<file path="config.mk">
export PLATFORM = sky130hd
export DESIGN_NAME = radix_digit_converter
export DESIGN_NICKNAME = d
export VERILOG_FILES = /design/src/hw/rtl/rdc_pkg.sv /design/src/hw/rtl/radix_digit_converter.sv /design/src/hw/rtl/rdc_ctrl.sv /design/src/hw/rtl/rdc_dpath.sv
export SDC_FILE = /design/constraint.sdc
export NUM_CORES = 1
export LEC_CHECK = 0
export BUFFER_PORTS_ARGS = -buffer_cell sky130_fd_sc_hd__buf_2
export CAP_MARGIN = 20
export CORE_MARGIN = 2
export CORE_UTILIZATION = 55
export CTS_CLUSTER_DIAMETER = 80
export DETAILED_ROUTE_END_ITERATION = 8
export PLACE_DENSITY = 0.77
export SLEW_MARGIN = 0
export SYNTH_ARGS = -nofsm -noshare
export SYNTH_HDL_FRONTEND = slang
export SYNTH_SLANG_ARGS = --single-unit
</file>
<file path="constraint.sdc">
create_clock -name clk -period 2.4 [get_ports clk]
set_clock_uncertainty 0.2 [all_clocks]
set_input_delay 0.48 -clock clk [delete_from_list [all_inputs] [get_ports clk]]
set_output_delay 0.48 -clock clk [all_outputs]
set_load 0.05 [all_outputs]
</file>
<file path="src/hw/rtl/rdc_pkg.sv">
// rdc_pkg: shared types, constants and helpers for the radix digit converter
// used by rdc_ctrl, rdc_dpath and radix_digit_converter; no dependencies
package rdc_pkg;

  // fixed widths of the item fields
  localparam int RDC_VALUE_WIDTH = 31;
  localparam int RDC_RADIX_WIDTH = 5;
  localparam int RDC_CHAR_WIDTH  = 7;
  localparam int RDC_DIGIT_WIDTH = 4;
  localparam int RDC_BIT_W       = $clog2(RDC_VALUE_WIDTH);
  localparam int RDC_MAX_DIGITS  = 31;

  // radix limits and character codes
  localparam logic [RDC_RADIX_WIDTH-1:0] RDC_RADIX_MIN = 5'd2;
  localparam logic [RDC_RADIX_WIDTH-1:0] RDC_RADIX_MAX = 5'd16;
  localparam logic [RDC_CHAR_WIDTH-1:0]  RDC_ASCII_ZERO = 7'd48;
  localparam logic [RDC_CHAR_WIDTH-1:0]  RDC_ASCII_A    = 7'd65;
  localparam logic [RDC_DIGIT_WIDTH-1:0] RDC_DEC_BASE   = 4'd10;

  // input item
  typedef struct packed {
    logic [RDC_VALUE_WIDTH-1:0] value;
    logic [RDC_RADIX_WIDTH-1:0] radix;
  } rdc_in_t;

  // result item
  typedef struct packed {
    logic [RDC_CHAR_WIDTH-1:0] digit_char;
    logic                      last_digit;
  } rdc_out_t;

  // controller states
  typedef enum logic [2:0] {
    ST_IDLE,
    ST_DIV,
    ST_PUSH,
    ST_READ,
    ST_EMIT
  } rdc_state_t;

  // controller to datapath commands
  typedef struct packed {
    logic load;
    logic div_step;
    logic push;
    logic rd_issue;
    logic emit;
  } rdc_cmd_t;

  // datapath to controller status
  typedef struct packed {
    logic bit_last;
    logic quo_zero;
    logic idx_zero;
  } rdc_sts_t;

  // digit value to ascii character
  function automatic logic [RDC_CHAR_WIDTH-1:0] digit_to_ascii(
    input logic [RDC_DIGIT_WIDTH-1:0] d
  );
    logic [RDC_CHAR_WIDTH-1:0] c;
    if (d < RDC_DEC_BASE) begin
      c = RDC_ASCII_ZERO + RDC_CHAR_WIDTH'(d);
    end else begin
      c = RDC_ASCII_A + RDC_CHAR_WIDTH'(d - RDC_DEC_BASE);
    end
    return c;
  endfunction

endpackage

</file>
<file path="src/hw/rtl/radix_digit_converter.sv">
// radix_digit_converter: top level, joins the controller and the datapath
// depends on rdc_pkg, rdc_ctrl and rdc_dpath
//
// Converts a 31-bit unsigned value to ASCII digits in radix 2..16 (radix
// values outside that range saturate). An item is taken when start is high
// and busy is low. Each digit is divided out by a bit-serial restoring
// divider, one quotient bit per cycle, in 31 division steps followed by one
// push into the digit stack. Digits then leave most significant first, each
// through a stack read and then an output state, and each is shown for a
// single cycle with out_valid high; the receiver cannot stall them and must
// take every one. The least significant digit carries last_digit. Zero gives
// one digit '0'. Busy stays high from the edge that takes an item until its
// last digit has been output; an item gives at most 31 digits, in radix 2.
module radix_digit_converter
  import rdc_pkg::*;
#(
  parameter int MAX_DIGITS = RDC_MAX_DIGITS
) (
  input  logic     clk,
  input  logic     rst_n,
  input  logic     start,
  output logic     busy,
  input  rdc_in_t  in_item,
  output logic     out_valid,
  output rdc_out_t out_item
);

  rdc_cmd_t cmd;
  rdc_sts_t sts;

  // sequencer
  rdc_ctrl u_ctrl (
    .clk   (clk),
    .rst_n (rst_n),
    .start (start),
    .sts   (sts),
    .cmd   (cmd),
    .busy  (busy)
  );

  // divider, digit stack and readout
  rdc_dpath #(
    .MAX_DIGITS (MAX_DIGITS)
  ) u_dpath (
    .clk      (clk),
    .rst_n    (rst_n),
    .in_item  (in_item),
    .cmd      (cmd),
    .sts      (sts),
    .out_item (out_item)
  );

  assign out_valid = cmd.emit;

endmodule

</file>
<file path="src/hw/rtl/rdc_ctrl.sv">
// rdc_ctrl: sequencer for division, digit push and digit readout
// depends on rdc_pkg
module rdc_ctrl
  import rdc_pkg::*;
(
  input  logic     clk,
  input  logic     rst_n,
  input  logic     start,
  input  rdc_sts_t sts,
  output rdc_cmd_t cmd,
  output logic     busy
);

  rdc_state_t state_r;
  rdc_state_t state_nxt;

  // state register
  always_ff @(posedge clk) begin
    if (!rst_n) begin
      state_r <= ST_IDLE;
    end else begin
      state_r <= state_nxt;
    end
  end

  // next state
  always_comb begin
    state_nxt = state_r;
    case (state_r)
      ST_IDLE: begin
        if (start) state_nxt = ST_DIV;
      end
      ST_DIV: begin
        if (sts.bit_last) state_nxt = ST_PUSH;
      end
      ST_PUSH: begin
        state_nxt = sts.quo_zero ? ST_READ : ST_DIV;
      end
      ST_READ: begin
        state_nxt = ST_EMIT;
      end
      ST_EMIT: begin
        state_nxt = sts.idx_zero ? ST_IDLE : ST_READ;
      end
      default: begin
        state_nxt = ST_IDLE;
      end
    endcase
  end

  // command outputs
  always_comb begin
    cmd  = '0;
    busy = 1'b1;
    case (state_r)
      ST_IDLE: begin
        busy     = 1'b0;
        cmd.load = start;
      end
      ST_DIV:  cmd.div_step = 1'b1;
      ST_PUSH: cmd.push     = 1'b1;
      ST_READ: cmd.rd_issue = 1'b1;
      ST_EMIT: cmd.emit     = 1'b1;
      default: begin
        busy = 1'b0;
      end
    endcase
  end

endmodule

</file>
<file path="src/hw/rtl/rdc_dpath.sv">
// rdc_dpath: bit-serial radix divider, digit stack memory and readout index
// depends on rdc_pkg
module rdc_dpath
  import rdc_pkg::*;
#(
  parameter int MAX_DIGITS = RDC_MAX_DIGITS
) (
  input  logic     clk,
  input  logic     rst_n,
  input  rdc_in_t  in_item,
  input  rdc_cmd_t cmd,
  output rdc_sts_t sts,
  output rdc_out_t out_item
);

  localparam int IDX_W = $clog2(MAX_DIGITS);
  localparam int CNT_W = $clog2(MAX_DIGITS + 1);

  logic [RDC_VALUE_WIDTH-1:0] quo_r, quo_nxt;
  logic [RDC_DIGIT_WIDTH-1:0] rem_r, rem_nxt;
  logic [RDC_RADIX_WIDTH-1:0] radix_r, radix_nxt;
  logic [RDC_BIT_W-1:0]       bit_cnt_r, bit_cnt_nxt;
  logic [CNT_W-1:0]           count_r, count_nxt;
  logic [IDX_W-1:0]           rd_idx_r, rd_idx_nxt;
  logic [RDC_DIGIT_WIDTH-1:0] rd_data_r;
  logic [RDC_DIGIT_WIDTH-1:0] stack_mem [MAX_DIGITS];

  logic [RDC_RADIX_WIDTH-1:0] radix_sat;
  logic [RDC_RADIX_WIDTH-1:0] rem_shift;
  logic [RDC_RADIX_WIDTH-1:0] rem_diff;
  logic                       rem_ge;
  logic                       has_room;

  // clamp the radix into its legal range
  always_comb begin
    if (in_item.radix < RDC_RADIX_MIN) begin
      radix_sat = RDC_RADIX_MIN;
    end else if (in_item.radix > RDC_RADIX_MAX) begin
      radix_sat = RDC_RADIX_MAX;
    end else begin
      radix_sat = in_item.radix;
    end
  end

  // one restoring division step: shift in the next dividend bit
  assign rem_shift = {rem_r, quo_r[RDC_VALUE_WIDTH-1]};
  assign rem_ge    = (rem_shift >= radix_r);
  assign rem_diff  = rem_shift - radix_r;
  assign has_room  = (count_r < CNT_W'(MAX_DIGITS));

  // next values
  always_comb begin
    quo_nxt     = quo_r;
    rem_nxt     = rem_r;
    radix_nxt   = radix_r;
    bit_cnt_nxt = bit_cnt_r;
    count_nxt   = count_r;
    rd_idx_nxt  = rd_idx_r;
    if (cmd.load) begin
      quo_nxt     = in_item.value;
      rem_nxt     = '0;
      radix_nxt   = radix_sat;
      bit_cnt_nxt = '0;
      count_nxt   = '0;
    end
    if (cmd.div_step) begin
      quo_nxt     = {quo_r[RDC_VALUE_WIDTH-2:0], rem_ge};
      rem_nxt     = rem_ge ? rem_diff[RDC_DIGIT_WIDTH-1:0]
                           : rem_shift[RDC_DIGIT_WIDTH-1:0];
      bit_cnt_nxt = bit_cnt_r + 1'b1;
    end
    // digits beyond the stack depth are dropped, keeping the low-order ones
    if (cmd.push) begin
      rem_nxt     = '0;
      bit_cnt_nxt = '0;
      if (has_room) begin
        count_nxt  = count_r + 1'b1;
        rd_idx_nxt = count_r[IDX_W-1:0];
      end
    end
    if (cmd.emit) begin
      rd_idx_nxt = rd_idx_r - 1'b1;
    end
  end

  // registers
  always_ff @(posedge clk) begin
    if (!rst_n) begin
      count_r <= '0;
    end else begin
      count_r <= count_nxt;
    end
  end

  always_ff @(posedge clk) begin
    quo_r     <= quo_nxt;
    rem_r     <= rem_nxt;
    radix_r   <= radix_nxt;
    bit_cnt_r <= bit_cnt_nxt;
    rd_idx_r  <= rd_idx_nxt;
  end

  // digit stack: written on push, read registered
  always_ff @(posedge clk) begin
    if (cmd.push && has_room) begin
      stack_mem[count_r[IDX_W-1:0]] <= rem_r;
    end
  end

  always_ff @(posedge clk) begin
    if (cmd.rd_issue) begin
      rd_data_r <= stack_mem[rd_idx_r];
    end
  end

  // status to the controller
  assign sts.bit_last = (bit_cnt_r == RDC_BIT_W'(RDC_VALUE_WIDTH - 1));
  assign sts.quo_zero = (quo_r == '0);
  assign sts.idx_zero = (rd_idx_r == '0);

  // result item
  assign out_item.digit_char = digit_to_ascii(rd_data_r);
  assign out_item.last_digit = (rd_idx_r == '0);

endmodule

</file>
; Word level (Yosys, flattened, before mapping)
; Memories as Yosys holds them, arrays and structs flattened. A register that Yosys moved wholly into a read port is not among the register bits.
; Cells that the tools add are included.
[totals]
output_inout_bits = 10
memories = 1
input_bits = 39
mem_bits_rw = 124
latchBits = 0
romBits = 0
reg_bits = 58
word_cells = 67
[memory_table]
columns = name, words, word_bits, rd, rd_clocked_by_memory_dff, wr, line_no
row1 = u_dpath.stack_mem, 31, 4, 1, 1, 1, rdc_dpath.sv:26  ; logic [RDC_DIGIT_WIDTH-1:0] stack_mem [MAX_DIGITS];
[classes]
div_mod_pow = 0
magnitude_cmp = 5
mul = 0
shift = 0
reduce_logical = 11
mux = 28
bitwise = 0
n_eq_ne = 7
add_sub_neg = 7
[ops]
columns = operator, n
row1 = $mux W31, 2
row2 = $mux W5, 9
row3 = $logic_not A31 Y1, 1
row4 = $pmux W3 S5, 1
row5 = $mux W4, 3
row6 = $add A5 B1 Y5 const B, 2
row7 = $mux W1, 8
row8 = $add A6 B4 Y7 const A, 1
row9 = $add A7 B7 Y7 const A, 1
row10 = $mux W7, 1
row11 = $eq A3 B2 Y1 const B, 2
row12 = $mux W3, 2
row13 = $reduce_bool A2 Y1, 3
row14 = $eq A5 B5 Y1 const B, 1
row15 = $ge A5 B5 Y1, 1
row16 = $gt A5 B5 Y1 const B, 1
row17 = $logic_not A5 Y1, 1
row18 = $lt A5 B2 Y1 const B, 1
row19 = $lt A5 B5 Y1 const B, 1
row20 = $sub A4 B4 Y5 const B, 1
row21 = $sub A5 B1 Y5 const B, 1
row22 = $lt A4 B4 Y1 const B, 1
row23 = $mux W2, 2
row24 = $ne A2 B2 Y1 const B, 2
row25 = 8 further kinds, 9

; Depth between registers and ports, before layout
; Gate-level depths: netlist of the first run.
[depth]
depth_word = 5
mapped_depth = 10
ltp_nobuf = 7

; Modules after synthesis
; From an unflattened synthesis of the first run, not the netlist that was laid out.
[hier_totals]
hier_cells = 547
area_unflattened_um2 = 8229.1
[by_module_without_submodules]
columns = mod, area_per_inst_um2, cells_per_inst, instances
row1 = rdc_dpath, 7993.9, 521, 1
row2 = rdc_ctrl, 235.2, 26, 1

; Least setup slack after synthesis of the first run
; No wires, ideal clock.
[synth_timing]
path_kind = flip-flop to flip-flop
start = register u_dpath.rd_idx_r[1]
end = register u_ctrl.state_r[1]
synth_period_minus_slack_ps = 3762
path_slack_ps = -1362
stages_incl_launch_ff = 9
n_path_buf = 1
arrival_ps = 3431
required_time_ps = 2069
path_cell_list = edfxtp_1 inv_1 clkbuf_1 ha_1 nor4b_1 nor2_1 mux2i_1 o32a_1 a311oi_1
[synth_lines]
columns = item, line_no
row1 = "start, declared", rdc_dpath.sv:24  ; logic [IDX_W-1:0] rd_idx_r, rd_idx_nxt;
row2 = "start signal, assigned", rdc_dpath.sv:100  ; rd_idx_r <= rd_idx_nxt;
row3 = "end signal, assigned", rdc_ctrl.sv:22  ; state_r <= state_nxt;
row4 = "end, declared", rdc_ctrl.sv:14  ; rdc_state_t state_r;

==> results of run 1 <==
[placed cells by master (no fill, tap or decap), types with 4 or more instances in the layout]
cell / count
buf_12: 5
nand2b_1: 6
buf_4: 29
o21ai_0: 18
nor4_1: 7
ha_1: 11
a311oi_1: 4
a31oi_1: 4
and2_1: 5
inv_1: 14
nand3_1: 14
nor3_1: 10
clkinv_2: 4
buf_2: 40
mux4_2: 19
xnor2_1: 4
nor2_1: 53
dfxtp_1: 15
mux2i_1: 8
edfxtp_1: 169
ha_4: 4
a21oi_1: 7
nor2b_1: 6
nand4_1: 5
clkbuf_16: 18
mux4_1: 9
o211ai_1: 4
nand2_1: 132
buf_6: 7
[kinds of logic after synthesis]
group / after synthesis
DFF: 186
adders and majority gates: 17
muxes: 38
and+or+nand+nor: 250
xor gates and xnor gates: 9
AOI/OAI and AO/OA: 66
buffers and inverters: 50
[final cells by class]
cell class / count / area, um2
clock inverters: 15 / 150.1
inverters: 18 / 80.08
repair buffers: 82 / 621.8
well taps: 184 / 230.2
multi-input cells: 380 / 2720
fillers: 1014 / 4943
clock buffers: 17 / 425.4
flip-flops and latches: 186 / 5418
[worst register-to-register path, cell delays in order (launching register included)]
cell,delay [ns]
edfxtp_1,0.40
buf_4,0.20
buf_12,0.18
mux4_1,0.58
a22oi_1,0.26
a31oi_1,0.12
a21o_1,0.17
[power by group through the flow]
stage / combinational [mW] / clock [mW] / sequential, mW
final: 1.02 / 2.72 / 4.00
after global routing: 1.13 / 2.87 / 4.02
after CTS: 1.00 / 2.75 / 4.00
after detailed placement: 0.968 / 0 / 4.07
after global placement: 0.912 / 0 / 4.06
after floorplan: 0.522 / 0 / 4.15
[final timing paths]
| check | start | end | slack (ns) | depth (start not counted) |
|---|---|---|---|---|
| worst max-delay path | u_dpath.rd_data_r[2]$_DFFE_PP_ | out_item[4] | -0.21 | 8 |
| worst min-delay path | in_item[4] | u_dpath.radix_r[4]$_SDFFCE_PP0P_ | 0.08 | 1 |
| worst max register to register | u_dpath.rd_idx_r[0]$_DFFE_PP_ | u_dpath.rd_data_r[1]$_DFFE_PP_ | 0.04 | 6 |
| worst min register to register | u_dpath.bit_cnt_r[4]$_SDFFE_PN0P_ | u_dpath.bit_cnt_r[4]$_SDFFE_PN0P_ | 0.28 | 2 |
[flip-flops by register name (all words and copies together), names as in the netlist]
| register | flops |
|---|---|
| u_dpath.stack_mem | 124 |
| u_dpath.quo_r | 31 |
| u_dpath.bit_cnt_r | 5 |
| u_dpath.count_r | 5 |
| u_dpath.radix_r | 5 |
| u_dpath.rd_idx_r | 5 |
| u_dpath.rd_data_r | 4 |
| u_dpath.rem_r | 4 |
| u_ctrl.state_r | 3 |
[routing by layer]
metal | share of wire, % | GRT usage (%) | vias to the layer above | wire length, um
met3 | 6.7 | 4.808 | 31 | 1157
met5 | 0 | 0 | - | 0
met4 | 2.0 | 9.502 | 0 | 349
li1 | - | - | 2408 | -
met2 | 51 | 39.13 | 218 | 8861
met1 | 40 | 28.61 | 2556 | 6927
[what timing repair did]
item / CTS / global route
pin swaps: 6 / 8
buffers inserted: 9 / 2
gates resized for setup: 31 / 19
gates cloned: 0 / 1
setup endpoints to repair: 10 / 12
==> metrics, run 1 <==
commonest cells in the netlist=edfxtp_1 (169), nand2_1 (132), nor2_1 (54); CTS Buf Count=17; initial antenna violation count=0; failing checks=setup timing; proportion of layout cells with a drive suffix above 1=23.07%; CP max stage delay=0.41 ns; # rows=44; GR Util All Layers=22.89%; sequential share of power=51.7%; Peak VDD IR=0.5498 mV; final weighted congestion in routability-driven placement=0.8108; Avg Inst Size Synth=13.40 um2; adder-cell share of the synthesized area=2.667%; via count=5213; DP Area=0.008808 mm2; power after layout=7.746 mW; final worst slack=-0.2107 ns; max-cap violations=0; top-area cell type share of the netlist area=61.46%; CTS tree=built; Syn Nets=672; Post-synth EDFFs=169; Crit path buffers/inverters=4; H-tree levels=4; FFs w/ async S/R, synth=0%; root buffer cell=clkbuf_16; NetSw=1.951 mW; clock sinks=186; YS warnings=0; Worst Tran Pin Value=0.5881 ns; post-synthesis compound-gate area fraction=5.380%; Hold Crit Class=primary input to flip-flop; vias in the first global route=5411; Crit-path slowest cell=edfxtp_1; Req. time, crit path=1.72 ns; synth unique cells=53; # IOs=49; largest family of logic cells by synthesized area=simple AND/OR/NAND/NOR gates; area share of and/or/nand/nor cells after synthesis=13.09%; Initial Util=56.60%; Startpoint Class=flip-flop; post-synth top area cell=edfxtp_1; DR pass1 iterations=5; gr ovfl total=0; worst-path cell chain=inv_2 > ha_4 > inv_2 > ha_4 > buf_4 > xor2_2 > a21oi_2 > buf_6; crit share post-route=108.8%; most common cell in the synthesized netlist=edfxtp_1; CP arrival=1.93 ns; final hold vios=0; Max clock buf depth=2; final WL=17300 um; Worst setup EP type=output pin; register area share after synthesis=65.59%; xor/xnor cell area share of the yosys netlist=0.9547%; Nets=741; Core Region=0.01459 mm2; Post-CTS Hold Fix Bufs=0; P per Cell Area=803.1 mW/mm2; clock latency at the later pin of the worst-skew pair=0.43 ns; largest net degree at the start of global routing=41; combinational power share=13.2%; placed insts=838; worst slack, placed=-0.03556 ns; antenna-violating nets left=0; crit-path leading delay family=buffers and inverters; cells after synthesis=616; internal power=5.795 mW; Main synth FF type=edfxtp_1; routed len/inst=19.61 um; synthesized cell area=0.008257 mm2; TNS Setup=-0.6762 ns; Reg clk slew, reported paths=0.07 ns; first-pass GRT wire length=27900 um; leakage power=3.522 nW; Non-Filler Instances=882; port bufs=48; vias per cell=5.910; min cycle time layout=2.611 ns; Final HPWL DP=11370 um; Synth-to-Final Area Change=16.82%; f_max=383.0 MHz; largest cells by area after synthesis=edfxtp_1 (61%), nand2_1 (6.0%), mux4_1 (4.8%), dfxtp_1 (4.1%), mux4_2 (3.5%); ANT cells=0; 1st-iter DRT viols=497; sw frac=25.19%; Clk network pwr share=35.1%; #FFs+latches synth=186; Post-Layout Inst Area=0.009646 mm2; headroom to the max-slew limit=60.38%; run status=complete, but fails checks; die height=126.5 um; DR DRC count=0; largest fanout on the critical path=3; WS Path Type=flip-flop to output pin; Hold Worst Slack=0.07918 ns; RSZ-0062 raised after global routing=yes; Die ar.=0.01601 mm2; fin util=66.11%; final setup violation count=6; Final Slew Violations=0; Die Width=126.5 um; mux share of post-synthesis cell area=9.562%
No activity file was read; power rests on OpenSTA's default activity.
==> inputs of run 2 (changes only) <==
CORE_UTILIZATION = 57   (was 55)
CTS_BUF_LIST = sky130_fd_sc_hd__clkbuf_4 sky130_fd_sc_hd__clkbuf_8   (was default)
PLACE_DENSITY = 0.79   (was 0.77)
==> metrics, run 2 (same netlist as run 1, synthesis figures left out) <==
Synth-to-Final Area Change=14.27%; final weighted congestion in routability-driven placement=0.8465; CTS tree=built; vias in the first global route=5239; Final HPWL DP=11480 um; Hold Crit Class=primary input to flip-flop; worst-path cell chain=inv_2 > ha_4 > inv_2 > ha_4 > nand3b_1 > xor2_1 > nand2_1 > buf_6; fin util=67.45%; CP arrival=1.98 ns; r2r endpoint=u_dpath.rd_data_r[3]$_DFFE_PP_; proportion of layout cells with a drive suffix above 1=22.75%; clock latency at the later pin of the worst-skew pair=0.46 ns; DP Area=0.008813 mm2; Max clock buf depth=2; initial antenna violation count=0; Worst setup EP type=output pin; worst hold start=in_item[4]; final worst slack=-0.2641 ns; DR DRC count=0; max-cap violations=0; # IOs=49; commonest cells after routing, fill and taps aside=edfxtp_1 (169), nand2_1 (131), nor2_1 (53), buf_2 (39), buf_4 (29); P per Cell Area=756.9 mW/mm2; cells on worst reg2reg path=7; Reg clk slew, reported paths=0.09 ns; WS Path Type=flip-flop to output pin; vias per cell=5.965; largest fanout on the critical path=3; Core Region=0.01399 mm2; min cycle time layout=2.664 ns; Crit path buffers/inverters=3; internal reg-to-reg setup slack=0.06 ns; Initial Util=59.03%; CTS Buf Count=17; Post-Layout Inst Area=0.009435 mm2; Die Width=124.4 um; crit share post-route=111.0%; leakage power=3.440 nW; hold path cells=1; failing checks=setup timing; f_max=375.4 MHz; Reg-to-Reg Start=u_dpath.rd_idx_r[0]$_DFFE_PP_; TNS Setup=-0.9773 ns; CP max stage delay=0.42 ns; gr ovfl total=0; crit-path leading delay family=flip-flops; port bufs=48; final hold vios=0; final setup violation count=7; GR Util All Layers=22.62%; RSZ-0062 raised after global routing=yes; Crit-path slowest cell=edfxtp_1; headroom to the max-slew limit=60.68%; run status=complete, but fails checks; Req. time, crit path=1.72 ns; Hold Path Sink=u_dpath.radix_r[4]$_SDFFCE_PP0P_; Post-CTS Hold Fix Bufs=0; ANT cells=0; final WL=16990 um; DR pass1 iterations=6; Final Slew Violations=0; die height=124.4 um; largest net degree at the start of global routing=41; Nets=742; routed len/inst=19.33 um; Die ar.=0.01546 mm2; via count=5243; 1st-iter DRT viols=567; # rows=43; max FFs per register=124; Worst Tran Pin Value=0.5837 ns; clock sinks=186; H-tree levels=4; worst slack, placed=0.01526 ns; antenna-violating nets left=0; first-pass GRT wire length=27390 um; most common cell after layout, fill and taps aside=edfxtp_1; root buffer cell=clkbuf_8; Startpoint Class=flip-flop; Peak VDD IR=0.5676 mV
-- run 2: routing by layer --
layer | global-route usage, % | routed length [um] | share of wire (%)
met3 | 4.253 | 1112 | 6.5
met4 | 7.997 | 331 | 1.9
met5 | 0 | 0 | 0
met1 | 29.15 | 6726 | 40
met2 | 38.73 | 8816 | 52
-- run 2: worst max-delay path by stage --
stage | startpoint | to | slack (ns) | cells after the start
2_1_floorplan | u_dpath.rd_data_r[1]$_DFFE_PP_ | out_item[2] | -0.07 | 6
3_3_place_gp | u_dpath.rd_data_r[1]$_DFFE_PP_ | out_item[5] | 0.11 | 8
3_5_place_dp | u_dpath.rd_idx_r[0]$_DFFE_PP_ | u_dpath.rd_data_r[1]$_DFFE_PP_ | 0.02 | 6
4_1_cts | u_dpath.rd_data_r[1]$_DFFE_PP_ | out_item[5] | -0.23 | 8
5_1_grt | u_dpath.rd_data_r[1]$_DFFE_PP_ | out_item[5] | -0.35 | 8
6_report | u_dpath.rd_data_r[2]$_DFFE_PP_ | out_item[5] | -0.26 | 8
-- run 2: layout make-up --
| type | instances | area (um2) |
|---|---|---|
| timing repair buffer | 83 | 619.3 |
| fill | 984 | 4553 |
| multi-input combinational | 380 | 2698 |
| inverter | 18 | 70.07 |
| clock buffer | 20 | 256.5 |
| tap | 180 | 225.2 |
| sequential | 186 | 5418 |
| clock inverter | 12 | 148.9 |
-- run 2: worst register-to-register path, cell delays in order, from the launching register on --
cell      delay (ns)
edfxtp_1        0.41
buf_4           0.14
buf_8           0.14
mux4_2          0.53
and2_1          0.19
a211oi_2        0.21
a31oi_1         0.09
a21o_1          0.20
-- run 2: power breakdown --
group | leakage (nW) | internal (mW) | total [mW] | switching (mW)
clock | 0.204 | 1.06 | 2.13 | 1.07
sequential | 1.72 | 3.90 | 4.00 | 0.0926
combinational | 1.52 | 0.355 | 1.01 | 0.656
-- run 2: timing repair --
action	4_1_cts	5_1_grt
setup buffers	7	3
pin swaps	5	7
gates cloned	0	0
resized for setup	32	21
setup endpoints to repair	8	13
-- run 2: through the flow --
stage               total power [mW]  cells  hold slack, ns
global route                   7.411    879         0.04446
detailed placement             5.050    837          0.2716
floorplan                      4.667    616          0.2454
CTS                            7.144    876         0.03954
finish                         7.142    879         0.05821
global placement               4.974    837          0.2614
